File: src/blsaw_pkg.sv
// shared types, constants and lane helper functions for the sparse address walker
`default_nettype none

package blsaw_pkg;

    localparam int unsigned ADDR_W     = 32;
    localparam int unsigned OFF_W      = 24;
    localparam int unsigned MASK_W     = 4;
    // signed lane-byte index and its magnitude
    localparam int unsigned G_W        = OFF_W + 2;
    localparam int unsigned MAG_W      = G_W - 1;
    // lane count is 0..4 (0 for an empty mask), remainder below 4
    localparam int unsigned CNT_LANE_W = 3;
    localparam int unsigned DIV_STEPS  = MAG_W;
    localparam int unsigned STEP_W     = $clog2(DIV_STEPS);
    localparam logic [MASK_W-1:0] MASK_RESET = 4'hF;

    // divider control and status
    typedef struct packed {
        logic start;
    } t_div_ctrl;

    typedef struct packed {
        logic busy;
        logic done;
    } t_div_stat;

    // number of used lanes in a mask
    function automatic logic [CNT_LANE_W-1:0] count_lanes(input logic [MASK_W-1:0] m);
        logic [CNT_LANE_W-1:0] c;
        c = '0;
        for (int i = 0; i < MASK_W; i++) begin
            c = c + CNT_LANE_W'(m[i]);
        end
        return c;
    endfunction

    // used lanes strictly below low address bits lo
    function automatic logic [1:0] lanes_below(input logic [MASK_W-1:0] m,
                                               input logic [1:0] lo);
        logic [1:0] c;
        c = '0;
        for (int i = 0; i < MASK_W - 1; i++) begin
            if (i < int'(lo) && m[i]) begin
                c = c + 2'd1;
            end
        end
        return c;
    endfunction

    // lane position of the k-th used lane (0-based)
    function automatic logic [1:0] kth_lane(input logic [MASK_W-1:0] m, input logic [1:0] k);
        logic [1:0] pos;
        logic [2:0] seen;
        logic       found;
        pos   = '0;
        seen  = '0;
        found = 1'b0;
        for (int i = 0; i < MASK_W; i++) begin
            if (m[i] && !found) begin
                if (seen[1:0] == k) begin
                    pos   = 2'(i);
                    found = 1'b1;
                end
                seen = seen + 3'd1;
            end
        end
        return pos;
    endfunction

endpackage

`default_nettype wire

File: src/byte_lane_sparse_address_walker_core.sv
// top level: sequencer around the shared divider, lane mask register and output register
//
// Walks a byte address over a ROM that occupies only some byte lanes of each
// 32-bit word. The lane mask register (i_cfg_we / i_cfg_wdata) selects the used
// lanes; it resets to all four lanes and must be written only while the block is
// idle, which the block itself does not enforce. Input words (i_start_address,
// i_offset) use i_in_valid / o_in_ready; results (o_end_address) use o_out_valid /
// i_out_ready. The offset is a 24-bit two's complement count of lane bytes.
// A walk runs from acceptance through a start state, the bit-serial divider (one
// quotient bit per cycle over the 25-bit index magnitude), a state that sees the
// divider finish, a state that forms the address and the load of the output
// register. A zero offset or an empty mask skips the divider and goes straight
// to the output register load. One word is in flight at a time: a new word is
// accepted only after the walk has loaded the output register.
// The output register holds its word until taken; a new input word can be
// accepted while it waits, and the finished walk then stalls in its last state
// until the output register frees. Reset clears all control state and sets the
// lane mask to all lanes.
`default_nettype none

module byte_lane_sparse_address_walker_core
    import blsaw_pkg::*;
(
    input  wire logic              i_clk,
    input  wire logic              i_rst_n,
    input  wire logic              i_cfg_we,
    input  wire logic [MASK_W-1:0] i_cfg_wdata,
    input  wire logic              i_in_valid,
    output logic                   o_in_ready,
    input  wire logic [ADDR_W-1:0] i_start_address,
    input  wire logic [OFF_W-1:0]  i_offset,
    output logic                   o_out_valid,
    input  wire logic              i_out_ready,
    output logic [ADDR_W-1:0]      o_end_address
);

    typedef enum logic [2:0] {
        S_IDLE,
        S_START,
        S_DIV,
        S_FIN,
        S_DONE
    } t_state;

    t_state                r_state;
    logic [MASK_W-1:0]     r_lane_mask;
    logic [ADDR_W-3:0]     r_base;
    logic [G_W-1:0]        r_g;
    logic                  r_pos;
    logic [ADDR_W-1:0]     r_res;
    logic                  r_out_valid;
    logic [ADDR_W-1:0]     r_end_address;

    t_div_ctrl             w_ctrl;
    t_div_stat             w_stat;
    logic [MAG_W-1:0]      w_quo;
    logic [CNT_LANE_W-1:0] w_rem;
    logic [CNT_LANE_W-1:0] w_cnt;
    logic                  w_accept;
    logic                  w_neg_off;
    logic                  w_zero_off;
    logic [G_W-1:0]        w_len;
    logic [G_W-1:0]        w_g;
    logic                  w_neg_g;
    logic [MAG_W-1:0]      w_mag;
    logic                  w_has_rem;
    logic [G_W-1:0]        w_word;
    logic [CNT_LANE_W-1:0] w_idx;
    logic [1:0]            w_lane;
    logic [ADDR_W-1:0]     w_word_ext;
    logic [ADDR_W-1:0]     w_sum;
    logic                  w_out_free;

    assign w_cnt      = count_lanes(r_lane_mask);
    assign w_accept   = i_in_valid && o_in_ready;
    assign o_in_ready = (r_state == S_IDLE);
    assign w_out_free = !r_out_valid || i_out_ready;

    // signed lane-byte index of the target or last passed byte
    assign w_neg_off  = i_offset[OFF_W-1];
    assign w_zero_off = (i_offset == '0);
    assign w_len      = {{(G_W - OFF_W){w_neg_off}}, i_offset};
    assign w_g        = w_len + G_W'(lanes_below(r_lane_mask, i_start_address[1:0]))
                      - G_W'(!w_neg_off);

    // magnitude of the index for the divider
    assign w_neg_g = r_g[G_W-1];
    assign w_mag   = w_neg_g ? MAG_W'(-r_g) : r_g[MAG_W-1:0];
    assign w_ctrl.start = (r_state == S_START);

    blsaw_div u_div (
        .i_clk       (i_clk),
        .i_rst_n     (i_rst_n),
        .i_ctrl      (w_ctrl),
        .i_dividend  (w_mag),
        .i_divisor   (w_cnt),
        .o_stat      (w_stat),
        .o_quotient  (w_quo),
        .o_remainder (w_rem)
    );

    // floor division fix-up and address assembly
    assign w_has_rem  = (w_rem != '0);
    assign w_word     = (w_neg_g) ? G_W'(-({1'b0, w_quo} + G_W'(w_has_rem)))
                                  : {1'b0, w_quo};
    assign w_idx      = (w_neg_g && w_has_rem) ? CNT_LANE_W'(w_cnt - w_rem) : w_rem;
    assign w_lane     = kth_lane(r_lane_mask, w_idx[1:0]);
    assign w_word_ext = {{(ADDR_W - G_W){w_word[G_W-1]}}, w_word};
    assign w_sum      = {r_base, 2'b00} + {w_word_ext[ADDR_W-3:0], 2'b00}
                      + {{(ADDR_W - 2){1'b0}}, w_lane} + {{(ADDR_W - 1){1'b0}}, r_pos};

    // lane mask register
    always_ff @(posedge i_clk) begin
        if (!i_rst_n) begin
            r_lane_mask <= MASK_RESET;
        end else if (i_cfg_we) begin
            r_lane_mask <= i_cfg_wdata;
        end
    end

    // sequencer and output register
    always_ff @(posedge i_clk) begin
        if (!i_rst_n) begin
            r_state     <= S_IDLE;
            r_out_valid <= 1'b0;
        end else begin
            if (r_out_valid && i_out_ready) begin
                r_out_valid <= 1'b0;
            end
            unique case (r_state)
                S_IDLE: begin
                    if (w_accept) begin
                        r_state <= (w_zero_off || w_cnt == '0) ? S_DONE : S_START;
                    end
                end
                S_START: begin
                    r_state <= S_DIV;
                end
                S_DIV: begin
                    if (w_stat.done) begin
                        r_state <= S_FIN;
                    end
                end
                S_FIN: begin
                    r_state <= S_DONE;
                end
                S_DONE: begin
                    if (w_out_free) begin
                        r_out_valid   <= 1'b1;
                        r_end_address <= r_res;
                        r_state       <= S_IDLE;
                    end
                end
                default: begin
                    r_state <= S_IDLE;
                end
            endcase
        end
    end

    // walk datapath registers
    always_ff @(posedge i_clk) begin
        if (w_accept) begin
            r_base <= i_start_address[ADDR_W-1:2];
            r_g    <= w_g;
            r_pos  <= !w_neg_off;
            r_res  <= i_start_address;
        end else if (r_state == S_FIN) begin
            r_res  <= w_sum;
        end
    end

    assign o_out_valid   = r_out_valid;
    assign o_end_address = r_end_address;

    a_busy_not_ready: assert property (@(posedge i_clk) disable iff (!i_rst_n)
        r_state != S_IDLE |-> !o_in_ready)
        else $error("input ready while a walk is in progress");

    a_div_done_in_div: assert property (@(posedge i_clk) disable iff (!i_rst_n)
        w_stat.done |-> r_state == S_DIV)
        else $error("divider finished outside the divide state");

    a_start_busy: assert property (@(posedge i_clk) disable iff (!i_rst_n)
        r_state == S_START |=> w_stat.busy)
        else $error("divider not busy after start");

    a_out_from_done: assert property (@(posedge i_clk) disable iff (!i_rst_n)
        $rose(o_out_valid) |-> $past(r_state == S_DONE))
        else $error("result word appeared without a finished walk");

endmodule

`default_nettype wire

File: src/blsaw_div.sv
// bit-serial restoring divider of the lane-byte index by the lane count
`default_nettype none

module blsaw_div
    import blsaw_pkg::*;
(
    input  wire logic                  i_clk,
    input  wire logic                  i_rst_n,
    input  wire t_div_ctrl             i_ctrl,
    input  wire logic [MAG_W-1:0]      i_dividend,
    input  wire logic [CNT_LANE_W-1:0] i_divisor,
    output t_div_stat                  o_stat,
    output logic [MAG_W-1:0]           o_quotient,
    output logic [CNT_LANE_W-1:0]      o_remainder
);

    logic                  r_busy, n_busy;
    logic                  r_done, n_done;
    logic [STEP_W-1:0]     r_step, n_step;
    logic [MAG_W-1:0]      r_quo,  n_quo;
    logic [CNT_LANE_W-1:0] r_rem,  n_rem;
    logic [CNT_LANE_W-1:0] r_dvs,  n_dvs;
    logic [CNT_LANE_W:0]   w_trial;
    logic                  w_fits;

    // shared compare and subtract step
    assign w_trial = {r_rem, r_quo[MAG_W-1]};
    assign w_fits  = w_trial >= {1'b0, r_dvs};

    // next state of the iteration
    always_comb begin
        n_busy = r_busy;
        n_done = 1'b0;
        n_step = r_step;
        n_quo  = r_quo;
        n_rem  = r_rem;
        n_dvs  = r_dvs;
        if (i_ctrl.start) begin
            n_busy = 1'b1;
            n_step = '0;
            n_quo  = i_dividend;
            n_rem  = '0;
            n_dvs  = i_divisor;
        end else if (r_busy) begin
            n_quo = {r_quo[MAG_W-2:0], w_fits};
            n_rem = w_fits ? CNT_LANE_W'(w_trial - {1'b0, r_dvs})
                           : w_trial[CNT_LANE_W-1:0];
            n_step = r_step + STEP_W'(1);
            if (r_step == STEP_W'(DIV_STEPS - 1)) begin
                n_busy = 1'b0;
                n_done = 1'b1;
            end
        end
    end

    // control registers
    always_ff @(posedge i_clk) begin
        if (!i_rst_n) begin
            r_busy <= 1'b0;
            r_done <= 1'b0;
        end else begin
            r_busy <= n_busy;
            r_done <= n_done;
        end
    end

    // datapath registers
    always_ff @(posedge i_clk) begin
        r_step <= n_step;
        r_quo  <= n_quo;
        r_rem  <= n_rem;
        r_dvs  <= n_dvs;
    end

    assign o_stat.busy  = r_busy;
    assign o_stat.done  = r_done;
    assign o_quotient   = r_quo;
    assign o_remainder  = r_rem;

    a_done_ends_busy: assert property (@(posedge i_clk) disable iff (!i_rst_n)
        r_done |-> !r_busy)
        else $error("divider done while still busy");

    a_rem_below_divisor: assert property (@(posedge i_clk) disable iff (!i_rst_n)
        (r_busy || r_done) && r_dvs != '0 |-> r_rem < r_dvs)
        else $error("partial remainder not below divisor");

    a_start_sets_busy: assert property (@(posedge i_clk) disable iff (!i_rst_n)
        i_ctrl.start |=> r_busy)
        else $error("divider did not start");

endmodule

`default_nettype wire

File: config.mk
export PLATFORM = sky130hd
export DESIGN_NAME = byte_lane_sparse_address_walker_core
export DESIGN_NICKNAME = d
export VERILOG_FILES = /design/src/blsaw_pkg.sv /design/src/byte_lane_sparse_address_walker_core.sv /design/src/blsaw_div.sv
export SDC_FILE = /design/constraint.sdc
export NUM_CORES = 1
export LEC_CHECK = 0
export BUFFER_PORTS_ARGS = -buffer_cell sky130_fd_sc_hd__buf_2
export CORE_ASPECT_RATIO = 1.1
export CORE_MARGIN = 2
export CORE_UTILIZATION = 41
export DETAILED_ROUTE_END_ITERATION = 8
export SETUP_SLACK_MARGIN = 0.05
export SLEW_MARGIN = 20
export SYNTH_ARGS = -nofsm -noshare
export SYNTH_HDL_FRONTEND = slang
export SYNTH_HIERARCHICAL = 1
export SYNTH_SLANG_ARGS = --single-unit
File: constraint.sdc
create_clock -name i_clk -period 8.2 [get_ports i_clk]
set_input_delay 0.41 -clock i_clk [delete_from_list [all_inputs] [get_ports i_clk]]
set_output_delay 0.41 -clock i_clk [all_outputs]
set_load 0.02 [all_outputs]
==> results of run 1 <==
[worst max-delay path: cells and delay by family, from the launching register on]
family	cells	cell delay, ns
adder cells (fa/ha/maj)	6	1.73
flip-flops	1	0.44
XOR/XNOR	2	0.34
AND/OR/NAND/NOR	4	0.87
AO/OA/AOI/OAI	14	3.06
buffers and inverters	1	0.05
[flip-flops by register name, indices dropped and copies added, names as in the netlist, 3 cells and up]
name,flops
r_res,32
u_div/r_dvs,3
r_lane_mask,4
u_div/r_step,5
o_end_address,32
r_state,3
u_div/o_remainder,3
u_div/o_quotient,25
r_g,26
r_base,30
[final timing paths]
kind	slack (ns)	end	start	cells past startpoint
min	0.16	r_base[29]$_DFFE_PP_	i_start_address[31]	1
max	1.47	r_res[28]$_DFFE_PP_	r_lane_mask[1]$_SDFFE_PN1P_	27
min reg2reg	0.42	o_end_address[24]$_DFFE_PP_	r_res[24]$_DFFE_PP_	0
max reg2reg	1.47	r_res[28]$_DFFE_PP_	r_lane_mask[1]$_SDFFE_PN1P_	27
[placed cells by master, fill, tap and decap left out, drive strengths merged, types with 4 or more instances in the layout]
cell and instances:
nand2b 18, dfxtp 18, ha 108, nor2b 7, nor3b 8, a211oi 6, xor2 34, o211ai 5
and2 5, clkinv 4, a21o 29, mux2i 8, clkbuf 17, nand4 8, and4 5, a21oi 69
and3 10, nand2 92, mux2 30, or3 9, inv 94, nor3 7, or2 5, nor2 54
o21a 12, edfxtp 149, xnor2 63, a31oi 8, bufinv 4, o31ai 11, buf 103, o21ai 93
o21bai 16, nand3 7, or4 5
[metrics by stage]
step / hold WS [ns] / std cells
2_1_floorplan: 0.400 / 1063
3_3_place_gp: 0.402 / 1492
3_5_place_dp: 0.405 / 1493
4_1_cts: 0.148 / 1524
5_1_grt: 0.150 / 1524
6_report: 0.165 / 1524
[metal layers]
layer	vias up	track usage [%]
met1	3489	20.9
li1	4060	-
met5	-	0
met3	15	2.48
met2	108	26.2
met4	0	4.35
[power groups by stage]
stage                     Clock (uW)  Combinational [uW]  Sequential, uW
after floorplan                    0                1270            1270
after global placement             0                1560            1300
after detailed placement           0                1590            1300
after CTS                        864                1600            1280
after global routing             897                1810            1300
final                            846                1580            1280
[final cells by class]
type | count | area, um^2
tap | 352 | 440
clock buffer | 17 | 425
fill | 2505 | 13800
inverter | 90 | 338
clock inverter | 14 | 198
timing repair buffer | 103 | 548
sequential | 167 | 4830
multi-input combinational | 781 | 5750
==> run metrics, run 1 <==
number of top-level design ports 99; clock input transition at the sequential cells of the worst setup and hold paths 0.07 ns; Switching Power 1310 uW; Max-cap violations 0; Pins Over Slew Limit 0; Clk network pwr share between 20% and 30%; area growth from synthesis to final layout 13.9%; Die Wd between 150 and 200 um; longest individual stage delay on the worst path between 0.4 and 0.5 ns; detailed-placement wirelength estimate 16.4 mm; number of global-route vias before repair 7439; result of the run complete, no violations; Combinational Power Share 42.6%; wire length reported by the detailed router approximately 21 mm; critical path type reg2reg; gate count after technology mapping around 1100; Critical Path RT 8.38 ns; net switching fraction of the power 35.2%; Hold Buf Count CTS 0; power density normalized to cell area 296 nW/um^2; vias after detailed routing about 7700; total length of routed met2 wires ~9.9 mm; core area 26300 um^2; Top cell by count, worst path ha_1; total leakage power ~0.0052 uW; peak ir drop on the vdd network between 0.15 and 0.2 mV; fin worst setup slack 1.47 ns; Hold/Removal Path Class in2reg; antenna violations before repair 0; post-placement cell area between 10000 and 15000 um^2; Std-Cell Rows between 60 and 70; Design Power approximately 3700 uW; Internal Pwr Total approximately 2400 uW; Worst setup SP type flip-flop; remaining global-route overflow 0; final weighted congestion in routability-driven placement approximately 0.88; number of levels in the clock H-tree 4; GRT Overall Usage 15.6%; Num CTS Buffers 17; via count normalized by instance count 5.03; Worst path slowest cell fa_1; # clock sinks around 170; number of I/O port buffers 98; Detail Route Antenna Nets 0; post-placement setup slack between 1 and 1.5 ns; Worst Clk Skew 0.0139 ns; Met1 Wirelength 10.7 mm; post-synthesis cell area 11000 um^2; layout cells sized above 1 ~16%; number of detailed-routing iterations run before antenna repair 4; final cycle utilization of the critical path between 80 and 90%; top routing layer in use met4; maximum number of pins on one net before global-route repair between 90 and 100; first-pass GRT wire length roughly 36 mm; WL met3 531 um; signal arrival time at the worst endpoint 6.91 ns; fraction of power consumed by sequential logic 34.6%; maximum fanout along the worst path 6; fin nets around 1300; RSZ-0062 raised after global routing false; total negative setup slack 0 ns; count of unresolved DRC violations after routing 0; Slew Limit Headroom 33.3%; syn_nets roughly 1200; fin crit period 6.73 ns; pin slew with the least headroom to its limit 1.00 ns; starting utilization of the core area roughly two fifths; Crit. End Element flip-flop; Final Hold Violating Endpoints 0; routed wirelength normalized by instance count about 14 um; Max clock buf depth 2; overall die area between 20000 and 30000 um^2; cell at the root of the clock tree clkbuf_16; count of cells resized by post-cts repair 0; warnings from Yosys 6; CTS tree done; Max Clk Rate around 0.15 GHz; clock latency on the worst-skew pair between 0.4 and 0.5 ns; Iteration-0 DRC Markers roughly 390; post-layout util a little under half; post-route cell area roughly 13000 um^2; total of endpoints with negative setup slack in the final report 0; die boundary height between 150 and 200 um; setup fix buffers added after clock tree synthesis 0; diode count 0; mean instance size in the synthesized netlist 10.4 um^2
Note: power is estimated with default switching activity, not from simulation.
==> run 2: changes to the inputs <==
==> constraint.sdc (replaced) <==
create_clock -name i_clk -period 5.5 [get_ports i_clk]
set_input_delay 0.275 -clock i_clk [delete_from_list [all_inputs] [get_ports i_clk]]
set_output_delay 0.275 -clock i_clk [all_outputs]
set_load 0.02 [all_outputs]
==> run metrics, run 2 (synthesized netlist as in run 1, its figures left out) <==
result of the run finished with violations; violated checks setup timing; Pins Over Slew Limit 0; Num CTS Buffers 17; critical path type reg2reg; layout cells sized above 1 around a fifth; worst setup path startpoint r_lane_mask[1]$_SDFFE_PN1P_; clock latency on the worst-skew pair roughly 0.43 ns; first-pass GRT wire length 35.9 mm; vias after detailed routing just under 8000; Max Clk Rate around 0.17 GHz; most frequent standard cell in the layout excluding fill and tap cells edfxtp_1; Detail Route Antenna Nets 0; Hold/Removal Path Class in2reg; Critical Path RT 5.64 ns; Internal Pwr Total 3760 uW; Slew Limit Headroom 36.5%; number of levels in the clock H-tree 4; CTS tree done; register-to-register setup slack -0.43 ns; pin slew with the least headroom to its limit 0.953 ns; post-layout util 49.5%; die boundary height between 150 and 200 um; starting utilization of the core area 41.9%; Max-cap violations 0; number of I/O port buffers a little under 100; number of top-level design ports 99; longest individual stage delay on the worst path 0.52 ns; sum of buffers and inverters on the critical path 2; Die Wd ~160 um; # clock sinks 167; maximum number of pins on one net before global-route repair 84; Final Hold Violating Endpoints 0; Worst Clk Skew between 0.01 and 0.015 ns; Worst path slowest cell fa_1; total leakage power roughly 0.0055 uW; Worst setup SP type flip-flop; Top cell by count, worst path ha_4; final weighted congestion in routability-driven placement between 0.8 and 0.9; diode count 0; post-route cell area around 13000 um^2; Max clock buf depth 2; wire length reported by the detailed router 22.0 mm; fin worst setup slack -0.429 ns; cell family with most CP delay compound AO/OA/AOI/OAI gates; signal arrival time at the worst endpoint 6.07 ns; Worst R2R Path Depth 28; Crit. End Element flip-flop; total negative setup slack -1.41 ns; Levels on crit path 28; number of detailed-routing iterations run before antenna repair 4; number of global-route vias before repair roughly 7600; launch point of the worst hold path i_start_address[28]; final cycle utilization of the critical path 108%; routed wirelength normalized by instance count 14.0 um; number of stages on the worst hold path 1; Std-Cell Rows 62; area growth from synthesis to final layout 18.3%; net switching fraction of the power between 30% and 40%; RSZ-0062 raised after global routing true; core area 26300 um^2; via count normalized by instance count a little over 5; GRT Overall Usage approximately 16%; maximum fanout along the worst path 6; power density normalized to cell area between 400 and 500 nW/um^2; number of filler instances in the final layout around 2500; count of unresolved DRC violations after routing 0; peak ir drop on the vdd network 0.268 mV; Switching Power between 2000 and 2500 uW; Critical R2R Launch r_lane_mask[1]$_SDFFE_PN1P_; fraction of power consumed by sequential logic between 30% and 40%; post-placement cell area around 12000 um^2; cell at the root of the clock tree clkbuf_16; Clk network pwr share about 20%; total of endpoints with negative setup slack in the final report 4; clock input transition at the sequential cells of the worst setup and hold paths 0.06 ns; overall die area approximately 28000 um^2; detailed-placement wirelength estimate between 15 and 20 mm; commonest cells after routing, fill and taps aside edfxtp_1, ha_1, buf_2, nand2_1, inv_1; fin crit period a little under 6 ns; fin nets ~1400; Combinational Power Share 47.2%; remaining global-route overflow 0; antenna violations before repair 0; Iteration-0 DRC Markers 393
==> run 2: changes by cell type in the layout (fill, tap and decap cells not counted), moves of 5 or more <==
| cell | before | now |
|---|---|---|
| a21oi_1 | 68 | 61 |
| o21ai_0 | 82 | 77 |
| ha_4 | 0 | 6 |
| buf_4 | 4 | 47 |
| ha_1 | 108 | 102 |
| o21ai_1 | 9 | 14 |
| a21oi_2 | 0 | 7 |
==> run 2: cell type report <==
cell class | instances | area [um^2] | share of cell area (%)
clock inverters | 5 | 33.8 | 0.259
flip-flops and latches | 167 | 4840 | 37.1
well taps | 352 | 440 | 3.38
repair buffers | 147 | 866 | 6.65
inverters | 90 | 340 | 2.61
multi-input cells | 781 | 5960 | 45.8
clock buffers | 27 | 544 | 4.18
==> run 2: worst reg2reg max path, delay by kind of cell (launching register included) <==
family / cells / cell delay (ns)
AND/OR/NAND/NOR: 4 / 0.62
flip-flops: 1 / 0.33
adder cells (fa/ha/maj): 6 / 1.58
buffers and inverters: 2 / 0.09
XOR/XNOR: 2 / 0.33
AO/OA/AOI/OAI: 14 / 2.68
==> run 2: per-layer routing <==
metal	part of all wire, %	vias up	track usage, %
met3	2.8	16	2.15
met1	49	3602	20.9
met5	0	-	0
li1	-	4151	-
met2	47	117	26.8
met4	1.2	0	4.84
==> run 2: what timing repair did <==
action,in CTS,in global routing
pin swaps,7,16
cloned,0,0
hold buffers,0,0
buffers inserted,4,5
gates resized for setup,9,25
endpoints found under the setup margin,10,16
==> run 2: worst paths after layout <==
path                                  to
max                  r_res[28]$_DFFE_PP_
min                 r_base[26]$_DFFE_PP_
max reg2reg          r_res[28]$_DFFE_PP_
min reg2reg  o_end_address[12]$_DFFE_PP_
==> run 2: power by group through the flow <==
stage / clock network (uW) / logic, uW / registers [uW]
final: 1160 / 2740 / 1910
after global placement: 0 / 2560 / 1920
after floorplan: 0 / 1940 / 1890
after CTS: 1180 / 2650 / 1900
after global routing: 1230 / 3080 / 1940
after detailed placement: 0 / 2580 / 1930
==> run 2: stage by stage <==
step	hold WS, ns	std cells	setup slack, ns	power (uW)
detailed placement	0.405	1528	-0.621	4510
global placement	0.401	1528	-0.484	4480
finish	0.0384	1569	-0.429	5810
global route	0.0278	1569	-0.681	6250
CTS	0.0236	1564	-0.370	5740
floorplan	0.337	1063	-0.174	3840
==> run 3: changes to the inputs <==
--- a/config.mk
+++ b/config.mk
@@ -5,13 +5,15 @@
 export SDC_FILE = /design/constraint.sdc
 export NUM_CORES = 1
 export LEC_CHECK = 0
+export ABC_AREA = 1
 export BUFFER_PORTS_ARGS = -buffer_cell sky130_fd_sc_hd__buf_2
 export CORE_ASPECT_RATIO = 1.1
 export CORE_MARGIN = 2
 export CORE_UTILIZATION = 41
 export DETAILED_ROUTE_END_ITERATION = 8
 export SETUP_SLACK_MARGIN = 0.05
-export SLEW_MARGIN = 20
+export SKIP_LAST_GASP = 1
+export SLEW_MARGIN = 30
 export SYNTH_ARGS = -nofsm -noshare
 export SYNTH_HDL_FRONTEND = slang
 export SYNTH_HIERARCHICAL = 1
==> run metrics, run 3 <==
CTS tree done; final cycle utilization of the critical path 93.3%; Critical Path RT around 5.7 ns; number of top-level design ports 99; warnings from Yosys 6; fin crit period a little over 5 ns; starting utilization of the core area 41.6%; die boundary height 180 um; Final Hold Violating Endpoints 0; Worst path slowest cell fa_1; mean instance size in the synthesized netlist 8.39 um^2; register-to-register setup slack roughly 0.37 ns; Worst setup SP type flip-flop; total negative setup slack 0 ns; result of the run complete, no violations; wire length reported by the detailed router ~25 mm; peak ir drop on the vdd network 0.331 mV; Die Wd 164 um; GRT Overall Usage between 15 and 20%; longest individual stage delay on the worst path roughly 0.48 ns; Slew Limit Headroom around two fifths; total leakage power 0.00601 uW; Max Clk Rate a little under 0.2 GHz; Num CTS Buffers 17; signal arrival time at the worst endpoint about 5.3 ns; post-synthesis cell area roughly 12000 um^2; number of I/O port buffers 98; Top cell by count, worst path nand2_1; cell at the root of the clock tree clkbuf_16; number of levels in the clock H-tree 4; fin nets between 1500 and 2000; first-pass GRT wire length 40.2 mm; count of unresolved DRC violations after routing 0; core area ~28000 um^2; most frequent standard cell in the layout excluding fill and tap cells nand2_1; maximum number of pins on one net before global-route repair 100; Hold Buf Count CTS 0; worst setup path startpoint r_lane_mask[0]$_SDFFE_PN1P_; Crit. End Element flip-flop; overall die area between 20000 and 30000 um^2; Iteration-0 DRC Markers 403; vias after detailed routing 9088; diode count 0; reg2reg end r_res[16]$_DFFE_PP_; number of detailed-routing iterations run before antenna repair 5; launch point of the worst hold path i_start_address[17]; power density normalized to cell area roughly 700 nW/um^2; routed wirelength normalized by instance count about 13 um; worst slack on hold paths 0.0319 ns; gate count after technology mapping ~1400; clock input transition at the sequential cells of the worst setup and hold paths 0.06 ns; Hold/Removal Path Class in2reg; Worst R2R Path Depth 36; area growth from synthesis to final layout 14.5%; via count normalized by instance count roughly 4.9; final weighted congestion in routability-driven placement between 0.8 and 0.9; Std-Cell Rows 64; layout cells sized above 1 between 10% and 20%; antenna violations before repair 0; total of endpoints with negative setup slack in the final report 0; Max-cap violations 0; RSZ-0062 raised after global routing false; pin slew with the least headroom to its limit about 0.9 ns; clock latency on the worst-skew pair approximately 0.44 ns; Worst Clk Skew ~0.014 ns; Max clock buf depth 2; Detail Route Antenna Nets 0; critical path type reg2reg; # clock sinks ~170; remaining global-route overflow 0; commonest cells after routing, fill and taps aside nand2_1, inv_1, edfxtp_1, ha_1, nor2_1; Critical R2R Launch r_lane_mask[0]$_SDFFE_PN1P_; Pins Over Slew Limit 0; number of global-route vias before repair 8559; Setup crit end r_res[16]$_DFFE_PP_; syn_nets 1549; maximum fanout along the worst path 5; detailed-placement wirelength estimate roughly 19 mm
## run 3: cell type report
cell class / count / area, um^2
clock buffer: 19 / 433
multi-input combinational: 982 / 5890
clock inverter: 11 / 199
sequential: 167 / 4840
timing repair buffer: 112 / 599
inverter: 204 / 766
fill: 2759 / 14500
tap: 363 / 454
## run 3: how the worst min path moves through the flow
stage,to,slack (ns),cells after the start
global placement,o_end_address[6]$_DFFE_PP_,0.40,0
detailed placement,o_end_address[21]$_DFFE_PP_,0.40,0
CTS,r_base[5]$_DFFE_PP_,0.008,1
floorplan,r_lane_mask[2]$_SDFFE_PN1P_,0.36,1
global route,r_base[5]$_DFFE_PP_,0.02,1
finish,r_base[15]$_DFFE_PP_,0.03,1
## run 3: metal layers
layer  up-vias  global-route usage [%]  share of wire, %
li1       4826                       -                 -
met1      4072                    22.0                47
met2       159                    29.2                47
met3        31                    2.61               3.8
met4         0                    5.75               1.8
met5         -                       0                 0
## run 3: timing repair
action,CTS,global route
setup buffers,0,8
endpoints found under the setup margin,3,9
pin swaps,0,21
gates resized for setup,1,26
## run 3: power by group
part	total [uW]	switching (uW)	internal, uW
sequential	2370	261	2100
clock	1300	497	804
combinational	5610	3510	2100
## run 3: stage by stage
step	power (uW)	instances	cell area (um^2)	setup WS [ns]	utilization, %
global route	10200	1858	13200	0.0297	47.6
CTS	9150	1850	13000	0.0616	47.0
detailed placement	7800	1820	12400	0.0444	44.7
floorplan	6630	1373	11500	0.680	-
global placement	7710	1820	12400	0.257	44.7
finish	9280	1858	13200	0.369	47.6
## run 3: critical path, delay by kind of cell (launching register included)
kind	cells	cell delay (ns)
compound gates	6	0.99
buf+inv	4	0.29
flops	1	0.35
xor+xnor	1	0.13
simple gates	19	1.63
fa+ha+maj	6	1.51
